==> src/rtl/adsr_pkg.sv <==
// Shared types, constants and widths for the ADSR envelope generator.
package adsr_pkg;

    localparam int SAMPLES_PER_MS = 48;
    localparam int MAX_MS         = 10000;
    localparam int FULL_SCALE     = 32768;

    localparam int MS_W    = 14;
    localparam int LVL_W   = 16;
    localparam int STEP_W  = 21;
    localparam int PH_W    = 3;
    localparam int CFG_W   = 16;
    localparam int CFGI_W  = 2;
    localparam int LEN_W   = $clog2(MAX_MS * SAMPLES_PER_MS + 1);
    localparam int SQ_W    = 2 * LEN_W;
    localparam int MUL_W   = LEN_W + 1;
    localparam int PROD_W  = 2 * MUL_W;
    localparam int PART_W  = LVL_W + LEN_W;
    localparam int NUM_W   = LVL_W + SQ_W;
    localparam int QUO_W   = LVL_W;
    localparam int DCNT_W  = $clog2(QUO_W);

    localparam logic [CFGI_W-1:0] CFG_ATTACK  = CFGI_W'(0);
    localparam logic [CFGI_W-1:0] CFG_DECAY   = CFGI_W'(1);
    localparam logic [CFGI_W-1:0] CFG_SUSTAIN = CFGI_W'(2);
    localparam logic [CFGI_W-1:0] CFG_RELEASE = CFGI_W'(3);

    typedef enum logic [PH_W-1:0] {
        PH_IDLE    = 3'd0,
        PH_ATTACK  = 3'd1,
        PH_DECAY   = 3'd2,
        PH_SUSTAIN = 3'd3,
        PH_RELEASE = 3'd4
    } phase_t;

    typedef enum logic [3:0] {
        OP_NONE,
        OP_LOAD,
        OP_PREP,
        OP_SQ,
        OP_PROD,
        OP_FORMX,
        OP_MLO,
        OP_MHI,
        OP_ACC,
        OP_DIV,
        OP_FINISH
    } dp_op_t;

    typedef enum logic [3:0] {
        S_IDLE,
        S_PREP,
        S_SQ,
        S_PROD,
        S_FORMX,
        S_MLO,
        S_MHI,
        S_ACC,
        S_DIV,
        S_FIN
    } state_t;

    typedef struct packed {
        dp_op_t op;
    } dp_cmd_t;

    typedef struct packed {
        logic need_div;
        logic out_free;
    } dp_sts_t;

endpackage

==> src/rtl/adsr_ctrl.sv <==
// Sequencer for the ADSR envelope generator: one sample transfer at a time.
module adsr_ctrl
    import adsr_pkg::*;
(
    input  logic    clk,
    input  logic    rst_n,
    input  logic    in_valid,
    output logic    in_stall,
    input  dp_sts_t sts,
    output dp_cmd_t cmd
);

    state_t              state_reg;
    state_t              state_next;
    logic [DCNT_W-1:0]   div_cnt_reg;
    logic [DCNT_W-1:0]   div_cnt_next;
    logic                div_last;

    assign div_last = (div_cnt_reg == DCNT_W'(QUO_W - 1));

    always_ff @(posedge clk or negedge rst_n)
    begin
        if (!rst_n)
        begin
            state_reg   <= S_IDLE;
            div_cnt_reg <= '0;
        end
        else
        begin
            state_reg   <= state_next;
            div_cnt_reg <= div_cnt_next;
        end
    end

    always_comb
    begin
        state_next = state_reg;
        case (state_reg)
            S_IDLE:  if (in_valid) state_next = S_PREP;
            S_PREP:  state_next = sts.need_div ? S_SQ : S_FIN;
            S_SQ:    state_next = S_PROD;
            S_PROD:  state_next = S_FORMX;
            S_FORMX: state_next = S_MLO;
            S_MLO:   state_next = S_MHI;
            S_MHI:   state_next = S_ACC;
            S_ACC:   state_next = S_DIV;
            S_DIV:   if (div_last) state_next = S_FIN;
            S_FIN:   if (sts.out_free) state_next = S_IDLE;
            default: state_next = S_IDLE;
        endcase
    end

    always_comb
    begin
        cmd.op       = OP_NONE;
        in_stall     = 1'b1;
        div_cnt_next = div_cnt_reg;
        case (state_reg)
            S_IDLE:
            begin
                in_stall = 1'b0;
                if (in_valid) cmd.op = OP_LOAD;
            end
            S_PREP:  cmd.op = OP_PREP;
            S_SQ:    cmd.op = OP_SQ;
            S_PROD:  cmd.op = OP_PROD;
            S_FORMX: cmd.op = OP_FORMX;
            S_MLO:   cmd.op = OP_MLO;
            S_MHI:   cmd.op = OP_MHI;
            S_ACC:
            begin
                cmd.op       = OP_ACC;
                div_cnt_next = '0;
            end
            S_DIV:
            begin
                cmd.op       = OP_DIV;
                div_cnt_next = div_cnt_reg + 1'b1;
            end
            S_FIN:   if (sts.out_free) cmd.op = OP_FINISH;
            default: cmd.op = OP_NONE;
        endcase
    end

`ifndef SYNTH
    a_accept_to_prep: assert property (@(posedge clk) disable iff (!rst_n)
        (in_valid && !in_stall) |=> (state_reg == S_PREP))
        else $error("accepted transfer did not start evaluation");

    a_div_count_start: assert property (@(posedge clk) disable iff (!rst_n)
        (state_reg == S_ACC) |=> (div_cnt_reg == '0))
        else $error("divider count not cleared on entry");
`endif

endmodule

==> src/rtl/adsr_dp.sv <==
// Datapath of the ADSR envelope generator: state, shared multiplier, divider.
module adsr_dp
    import adsr_pkg::*;
(
    input  logic              clk,
    input  logic              rst_n,
    input  dp_cmd_t           cmd,
    output dp_sts_t           sts,
    input  logic              cfg_we,
    input  logic [CFGI_W-1:0] cfg_index,
    input  logic [CFG_W-1:0]  cfg_data,
    input  logic              gate,
    input  logic              out_stall,
    output logic              out_valid,
    output logic [LVL_W-1:0]  level,
    output logic [PH_W-1:0]   phase
);

    logic [MS_W-1:0]   attack_ms_reg;
    logic [MS_W-1:0]   decay_ms_reg;
    logic [LVL_W-1:0]  sustain_reg;
    logic [MS_W-1:0]   release_ms_reg;

    phase_t            phase_reg;
    logic [STEP_W-1:0] step_reg;
    logic [LVL_W-1:0]  rel_start_reg;
    logic [LVL_W-1:0]  last_level_reg;
    logic              out_valid_reg;

    logic              gate_reg;
    logic [LEN_W-1:0]  len_reg;
    logic [LEN_W-1:0]  n_reg;
    phase_t            divph_reg;
    logic              div_reg;
    logic [LVL_W-1:0]  lvl_reg;
    logic [SQ_W-1:0]   sq_reg;
    logic [SQ_W-1:0]   prod_reg;
    logic [SQ_W-1:0]   x_reg;
    logic [PART_W-1:0] plo_reg;
    logic [PART_W-1:0] phi_reg;
    logic [SQ_W:0]     numlo_reg;
    logic [SQ_W-1:0]   rem_reg;
    logic [QUO_W-1:0]  shl_reg;
    logic [QUO_W-1:0]  quo_reg;
    logic [LVL_W-1:0]  level_reg;
    logic [PH_W-1:0]   phase_out_reg;

    phase_t            ph1;
    phase_t            phase_next;
    logic [STEP_W-1:0] st1;
    logic [STEP_W-1:0] step_next;
    logic [LVL_W-1:0]  rel_start_next;
    logic [MS_W-1:0]   ms_sel;
    logic [MS_W-1:0]   ms_clamp;
    logic [LEN_W-1:0]  len_next;
    logic              at_end;
    logic              done;
    logic              div_next;
    logic [LVL_W-1:0]  lvl_next;
    logic [LVL_W-1:0]  sus_val;
    logic [LVL_W-1:0]  coef;
    logic [MUL_W-1:0]  mul_a;
    logic [MUL_W-1:0]  mul_b;
    logic [PROD_W-1:0] mul_p;
    logic [SQ_W-1:0]   bias;
    logic [NUM_W-1:0]  num_full;
    logic [SQ_W:0]     trial;
    logic [SQ_W:0]     diff;
    logic              qbit;
    logic [LVL_W-1:0]  level_next;

    assign sus_val = (sustain_reg > LVL_W'(FULL_SCALE)) ? LVL_W'(FULL_SCALE) : sustain_reg;

    // gate edge handling, phase length and end-of-phase check
    always_comb
    begin
        ph1            = phase_reg;
        st1            = step_reg;
        rel_start_next = rel_start_reg;
        if (!gate_reg && (phase_reg == PH_ATTACK || phase_reg == PH_DECAY ||
                          phase_reg == PH_SUSTAIN))
        begin
            ph1            = PH_RELEASE;
            rel_start_next = last_level_reg;
            st1            = '0;
        end
        else if (gate_reg && (phase_reg == PH_IDLE || phase_reg == PH_RELEASE))
        begin
            ph1 = PH_ATTACK;
            st1 = '0;
        end

        case (ph1)
            PH_ATTACK: ms_sel = attack_ms_reg;
            PH_DECAY:  ms_sel = decay_ms_reg;
            default:   ms_sel = release_ms_reg;
        endcase
        ms_clamp = (ms_sel > MS_W'(MAX_MS)) ? MS_W'(MAX_MS) : ms_sel;
        len_next = LEN_W'(ms_clamp) * LEN_W'(SAMPLES_PER_MS);
        at_end   = (st1 >= STEP_W'(len_next));

        phase_next = ph1;
        lvl_next   = '0;
        div_next   = 1'b0;
        done       = 1'b0;
        case (ph1)
            PH_ATTACK:
            begin
                if (at_end)
                begin
                    lvl_next   = LVL_W'(FULL_SCALE);
                    phase_next = PH_DECAY;
                    done       = 1'b1;
                end
                else
                    div_next = 1'b1;
            end
            PH_DECAY:
            begin
                if (at_end)
                begin
                    lvl_next   = sus_val;
                    phase_next = PH_SUSTAIN;
                    done       = 1'b1;
                end
                else
                    div_next = 1'b1;
            end
            PH_SUSTAIN: lvl_next = sus_val;
            PH_RELEASE:
            begin
                if (at_end)
                begin
                    phase_next = PH_IDLE;
                    done       = 1'b1;
                end
                else
                    div_next = 1'b1;
            end
            default: phase_next = PH_IDLE;
        endcase

        if (done || phase_next == PH_IDLE || phase_next == PH_SUSTAIN)
            step_next = '0;
        else
            step_next = st1 + 1'b1;
    end

    always_comb
    begin
        case (divph_reg)
            PH_ATTACK: coef = LVL_W'(FULL_SCALE);
            PH_DECAY:  coef = LVL_W'(FULL_SCALE) - sus_val;
            default:   coef = rel_start_reg;
        endcase
    end

    // shared multiplier
    always_comb
    begin
        mul_a = '0;
        mul_b = '0;
        case (cmd.op)
            OP_SQ:
            begin
                mul_a = MUL_W'(len_reg);
                mul_b = MUL_W'(len_reg);
            end
            OP_PROD:
            begin
                mul_a = MUL_W'(n_reg);
                if (divph_reg == PH_ATTACK)
                    mul_b = (MUL_W'(len_reg) << 1) - MUL_W'(n_reg);
                else
                    mul_b = MUL_W'(n_reg);
            end
            OP_MLO:
            begin
                mul_a = MUL_W'(coef);
                mul_b = MUL_W'(x_reg[LEN_W-1:0]);
            end
            OP_MHI:
            begin
                mul_a = MUL_W'(coef);
                mul_b = MUL_W'(x_reg[SQ_W-1:LEN_W]);
            end
            default:
            begin
                mul_a = '0;
                mul_b = '0;
            end
        endcase
    end

    assign mul_p    = PROD_W'(mul_a) * PROD_W'(mul_b);
    assign bias     = (divph_reg == PH_DECAY) ? (sq_reg - 1'b1) : '0;
    assign num_full = NUM_W'({phi_reg, {LEN_W{1'b0}}}) + NUM_W'(numlo_reg);

    // restoring divide, one quotient bit per cycle
    assign trial = {rem_reg, shl_reg[QUO_W-1]};
    assign diff  = trial - {1'b0, sq_reg};
    assign qbit  = (trial >= {1'b0, sq_reg});

    always_comb
    begin
        if (!div_reg)
            level_next = lvl_reg;
        else if (divph_reg == PH_DECAY)
            level_next = LVL_W'(FULL_SCALE) - quo_reg;
        else
            level_next = quo_reg;
    end

    always_ff @(posedge clk or negedge rst_n)
    begin
        if (!rst_n)
        begin
            attack_ms_reg  <= MS_W'(10);
            decay_ms_reg   <= MS_W'(100);
            sustain_reg    <= LVL_W'(16384);
            release_ms_reg <= MS_W'(200);
        end
        else if (cfg_we)
        begin
            case (cfg_index)
                CFG_ATTACK:  attack_ms_reg  <= cfg_data[MS_W-1:0];
                CFG_DECAY:   decay_ms_reg   <= cfg_data[MS_W-1:0];
                CFG_SUSTAIN: sustain_reg    <= cfg_data[LVL_W-1:0];
                CFG_RELEASE: release_ms_reg <= cfg_data[MS_W-1:0];
                default:     attack_ms_reg  <= attack_ms_reg;
            endcase
        end
    end

    always_ff @(posedge clk or negedge rst_n)
    begin
        if (!rst_n)
        begin
            phase_reg      <= PH_IDLE;
            step_reg       <= '0;
            rel_start_reg  <= '0;
            last_level_reg <= '0;
            out_valid_reg  <= 1'b0;
        end
        else
        begin
            if (cmd.op == OP_PREP)
            begin
                phase_reg     <= phase_next;
                step_reg      <= step_next;
                rel_start_reg <= rel_start_next;
            end
            if (cmd.op == OP_FINISH)
            begin
                last_level_reg <= level_next;
                out_valid_reg  <= 1'b1;
            end
            else if (!out_stall)
                out_valid_reg <= 1'b0;
        end
    end

    always_ff @(posedge clk)
    begin
        case (cmd.op)
            OP_LOAD: gate_reg <= gate;
            OP_PREP:
            begin
                len_reg   <= len_next;
                n_reg     <= st1[LEN_W-1:0];
                divph_reg <= ph1;
                div_reg   <= div_next;
                lvl_reg   <= lvl_next;
            end
            OP_SQ:    sq_reg   <= mul_p[SQ_W-1:0];
            OP_PROD:  prod_reg <= mul_p[SQ_W-1:0];
            OP_FORMX: x_reg    <= (divph_reg == PH_RELEASE) ? (sq_reg - prod_reg) : prod_reg;
            OP_MLO:   plo_reg  <= mul_p[PART_W-1:0];
            OP_MHI:
            begin
                phi_reg   <= mul_p[PART_W-1:0];
                numlo_reg <= (SQ_W+1)'(plo_reg) + (SQ_W+1)'(bias);
            end
            OP_ACC:
            begin
                rem_reg <= num_full[NUM_W-1:QUO_W];
                shl_reg <= num_full[QUO_W-1:0];
            end
            OP_DIV:
            begin
                rem_reg <= qbit ? diff[SQ_W-1:0] : trial[SQ_W-1:0];
                shl_reg <= {shl_reg[QUO_W-2:0], 1'b0};
                quo_reg <= {quo_reg[QUO_W-2:0], qbit};
            end
            OP_FINISH:
            begin
                level_reg     <= level_next;
                phase_out_reg <= phase_reg;
            end
            default: gate_reg <= gate_reg;
        endcase
    end

    assign sts.need_div = div_next;
    assign sts.out_free = !out_valid_reg || !out_stall;
    assign out_valid    = out_valid_reg;
    assign level        = level_reg;
    assign phase        = phase_out_reg;

`ifndef SYNTH
    a_rem_below_divisor: assert property (@(posedge clk) disable iff (!rst_n)
        (cmd.op == OP_DIV) |-> (rem_reg < sq_reg))
        else $error("divider remainder not below divisor");

    a_step_below_len: assert property (@(posedge clk) disable iff (!rst_n)
        (cmd.op == OP_SQ) |-> (n_reg < len_reg))
        else $error("curve evaluated past phase end");

    a_level_in_range: assert property (@(posedge clk) disable iff (!rst_n)
        out_valid_reg |-> (level_reg <= LVL_W'(FULL_SCALE)))
        else $error("level above full scale");
`endif

endmodule

==> src/rtl/adsr_envelope_generator_core.sv <==
// Top level of the ADSR envelope generator: sequencer plus datapath.
//
//  channel   signals                           transfer when
//  in        in_valid, in_stall, gate           in_valid && !in_stall
//  out       out_valid, out_stall, level, phase out_valid && !out_stall
//  cfg       cfg_we, cfg_index, cfg_data        cfg_we
//
// A sample needs no curve point in idle, in sustain or at a phase end; any
// other sample is evaluated in six steps around one shared 20x20 multiplier
// (four products), then 16 restoring divide steps. Reset clears phase, step
// count, stored levels and the output valid flag, and loads the register
// defaults. A stalled output holds the sequencer in its last state; the next
// sample is taken as soon as the result is registered.
module adsr_envelope_generator_core
    import adsr_pkg::*;
(
    input  logic              clk,
    input  logic              rst_n,
    input  logic              in_valid,
    output logic              in_stall,
    input  logic              gate,
    output logic              out_valid,
    input  logic              out_stall,
    output logic [LVL_W-1:0]  level,
    output logic [PH_W-1:0]   phase,
    input  logic              cfg_we,
    input  logic [CFGI_W-1:0] cfg_index,
    input  logic [CFG_W-1:0]  cfg_data
);

    dp_cmd_t cmd;
    dp_sts_t sts;

    adsr_ctrl u_ctrl (
        .clk      (clk),
        .rst_n    (rst_n),
        .in_valid (in_valid),
        .in_stall (in_stall),
        .sts      (sts),
        .cmd      (cmd)
    );

    adsr_dp u_dp (
        .clk       (clk),
        .rst_n     (rst_n),
        .cmd       (cmd),
        .sts       (sts),
        .cfg_we    (cfg_we),
        .cfg_index (cfg_index),
        .cfg_data  (cfg_data),
        .gate      (gate),
        .out_stall (out_stall),
        .out_valid (out_valid),
        .level     (level),
        .phase     (phase)
    );

endmodule

==> config.mk <==
export PLATFORM = sky130hd
export DESIGN_NAME = adsr_envelope_generator_core
export DESIGN_NICKNAME = d
export VERILOG_FILES = /design/src/rtl/adsr_pkg.sv /design/src/rtl/adsr_ctrl.sv /design/src/rtl/adsr_dp.sv /design/src/rtl/adsr_envelope_generator_core.sv
export SDC_FILE = /design/constraint.sdc
export NUM_CORES = 2
export LEC_CHECK = 0
export BUFFER_PORTS_ARGS = -buffer_cell sky130_fd_sc_hd__buf_4
export CELL_PAD_IN_SITES_DETAIL_PLACEMENT = 1
export CELL_PAD_IN_SITES_GLOBAL_PLACEMENT = 1
export CORE_ASPECT_RATIO = 1.25
export CORE_UTILIZATION = 47
export DETAILED_ROUTE_END_ITERATION = 16
export HOLD_SLACK_MARGIN = 0.15
export PLACE_DENSITY = 0.85
export SLEW_MARGIN = 10
export SYNTH_ARGS = -nofsm -noshare
export SYNTH_HDL_FRONTEND = slang
export SYNTH_HIERARCHICAL = 1
export SYNTH_SLANG_ARGS = --single-unit
export TNS_END_PERCENT = 10
==> constraint.sdc <==
create_clock -name clk -period 10.4 [get_ports clk]
set_input_delay 0 -clock clk [delete_from_list [all_inputs] [get_ports clk]]
set_output_delay 0 -clock clk [all_outputs]
set_load 0.01 [all_outputs]
==> results_dict.tcl <==
set metrics [dict create \
    hold_viol 0 \
    drt_wl_total_um 137000 \
    largest_reg_flops 39 \
    row_count 121 \
    die_h_um 335 \
    syn_avg_cell_area_um2 9.67 \
    ys_seq_area_share_pct 33.9 \
    worstMarginPinSlew_ps 1210 \
    coreArea_um2 87400 \
    avgRoutedWirePerCell_um 24.7 \
    power_density_nw_per_um2 365 \
    post_drt_via_cell_ratio 6.04 \
    dp_hpwl_um 102000 \
    synth_mux_area_share_pct 2.92 \
    layout_commonest_cell "inv_1" \
    ys.flop_type "edfxtp_1" \
    antenna_found_initial 3 \
    final_antenna_net_count 0 \
    synth_edf_count 367 \
    endpoint_kind "flip-flop" \
    period_needed_ps 9890 \
    start_kind "flip-flop" \
    grt_max_degree 73 \
    period_share_pct 95.1 \
    cpMostUsedCell "fa_1" \
    drt_iter0_markers 2365 \
    path_class "reg2reg" \
    yosysTopAreaCell "edfxtp_1" \
    grt_pass1_vias 36800 \
    worst_slack_ps 511 \
    pre_cts_slack_ps 660 \
    synth_cells 4306 \
    drv_slew 0 \
    max_clock_freq_ghz 0.101 \
    die_x_um 268 \
    path_max_fanout 18 \
    async_reset_ff_share_pct 25.1 \
    layout_common_cells "inv_1 (559), nand2_1 (527), edfxtp_1 (367)" \
    fin_nets 4975 \
    placed_cell_area_um2 43400 \
    initial_core_util_pct 47.7 \
    firstDrtPassIters 6 \
    cts_buffers 51 \
    yosys_register_bits 490 \
    synth_nets 4936 \
    setup_viol 0 \
    final_layout_size_suffix_gt1_share_pct 7.98 \
    gp_congestion 0.959 \
    grt_pass1_wl_um 212000 \
    worst-endpoint-required_ps 10790 \
    drv_cap 0 \
    yosysWarnings 6 \
    clk_pin_slew_ps 70 \
    cts_root_buffer "clkbuf_16" \
    cp_data_arrival_time_ps 10280 \
    min_path_type "in2reg" \
    synthAdderAreaFrac_pct 23.8 \
    io_pins 45 \
    status "complete, no violations" \
    postCtsSetupRepairBufs 0 \
    cts.sinks 490 \
    hold_ws_ps 191 \
    synth_top_family_by_area "adder cells" \
    cts_tree "built" \
    io_buffers 44 \
    synth_top_area_share_pct 26.5 \
    num_vias 33500 \
    dieArea_um2 89800 \
    finalSetupTns_ps 0 \
    synth_cell_types 104 \
    clock_latency_ps 650 \
    fin_area_um2 45400 \
    synth-xor-area-share_pct 5.24 \
    synth-simple-area-share_pct 14.2 \
    h-tree-depth 2 \
    synth-compound-area-share_pct 13.4 \
    rsz0062_at_grt "false" \
    critPathMaxStageDelay_ps 710 \
    final.setup_skew_ps 37.0 \
    grt_overflow 0 \
    relSlewSlack_pct 19.0 \
    drc 0 \
    cp_slowest_cell "a22oi_1" \
    p_leak_nw 19.7 \
    clockBufferDepth 3 \
    vdd_drop_max_uv 304 \
    syn-cell-area_um2 41600 \
    grtUsageTotal_pct 30.9 \
    synth_area_leaders "edfxtp_1 (26%), fa_1 (15%), ha_1 (9.0%), dfrtp_1 (6.9%), inv_1 (5.0%)" \
    areaGrowthSynthToFinish_pct 9.04 \
]
[logic make-up after synthesis]
kind of cell,count (synthesis)
mux,108
buf+inv,718
xor+xnor,249
simple gates,1272
fa+ha+maj,606
flops,490
compound gates,863
[area by class of cell]
type                       count  area, um2
clock inverter                25        279
clock buffer                  70       1420
tap                         1168       1460
fill                        9798      42000
antenna                        1       2.50
timing repair buffer         138       1130
multi-input combinational   3098      24900
inverter                     566       2130
sequential                   490      14100
[cells in the mapped netlist, drive strengths merged, types with 38 or more instances]
library cell / instances
o21a: 41
xor2: 83
xnor2: 166
nand2: 530
and2: 95
a21o: 88
a21oi: 261
fa: 308
nand2b: 51
o21ai: 195
inv: 562
dfrtp: 114
nand3: 67
nor2: 304
ha: 298
nor3: 38
clkbuf: 130
edfxtp: 367
mux2: 97
a211oi: 38
[through the flow]
stage	utilization, %	std cells	total power [mW]
finish	52.0	5556	16.6
global route	52.0	5555	17.5
CTS	52.0	5555	16.3
detailed placement	49.6	5430	14.3
global placement	49.6	5430	13.7
floorplan	-	4306	10.7
[worst max-delay path, delay by kind of cell (launching register included)]
family          cells  cell delay [ps]
fa+ha+maj           7             3160
compound gates      8             2020
simple gates        8             2810
buf+inv             7              830
flops               1              590
xor+xnor            1              240
[repair_timing]
| item | CTS | global route |
|---|---|---|
| gates resized for setup | 0 | 1 |
| hold buffers | 30 | 0 |
| hold endpoints to repair | 113 | 0 |
| endpoints found under the setup margin | 0 | 26 |
[report_power, final]
| part | switching [mW] | internal [mW] |
|---|---|---|
| clock network | 0.844 | 1.08 |
| logic | 7.07 | 3.66 |
| registers | 0.592 | 3.31 |
| total | 8.51 | 8.05 |
[layer usage]
layer	track usage [%]	vias to the layer above	share of wire [%]
met5	0	-	0.036
met4	17.3	6	6.2
met3	3.75	453	5.1
met2	55.9	1269	52
met1	34.8	17000	37
li1	-	14800	-
[worst paths after layout]
kind	startpoint	end	slack, ps	cells past startpoint
worst max-delay path	u_ctrl/state_reg[3]	u_dp/sq_reg[34]	510	31
worst min-delay path	cfg_data[0]	u_dp/decay_ms_reg[0]	190	3
worst max register to register	u_ctrl/state_reg[3]	u_dp/sq_reg[34]	510	31
worst min register to register	u_dp/step_reg[20]	u_dp/step_reg[20]	490	1
max in group asynchronous	rst_n	u_ctrl/state_reg[0]	8910	4
min in group asynchronous	rst_n	u_dp/release_ms_reg[3]	470	3
(Power assumes the default switching activity.)
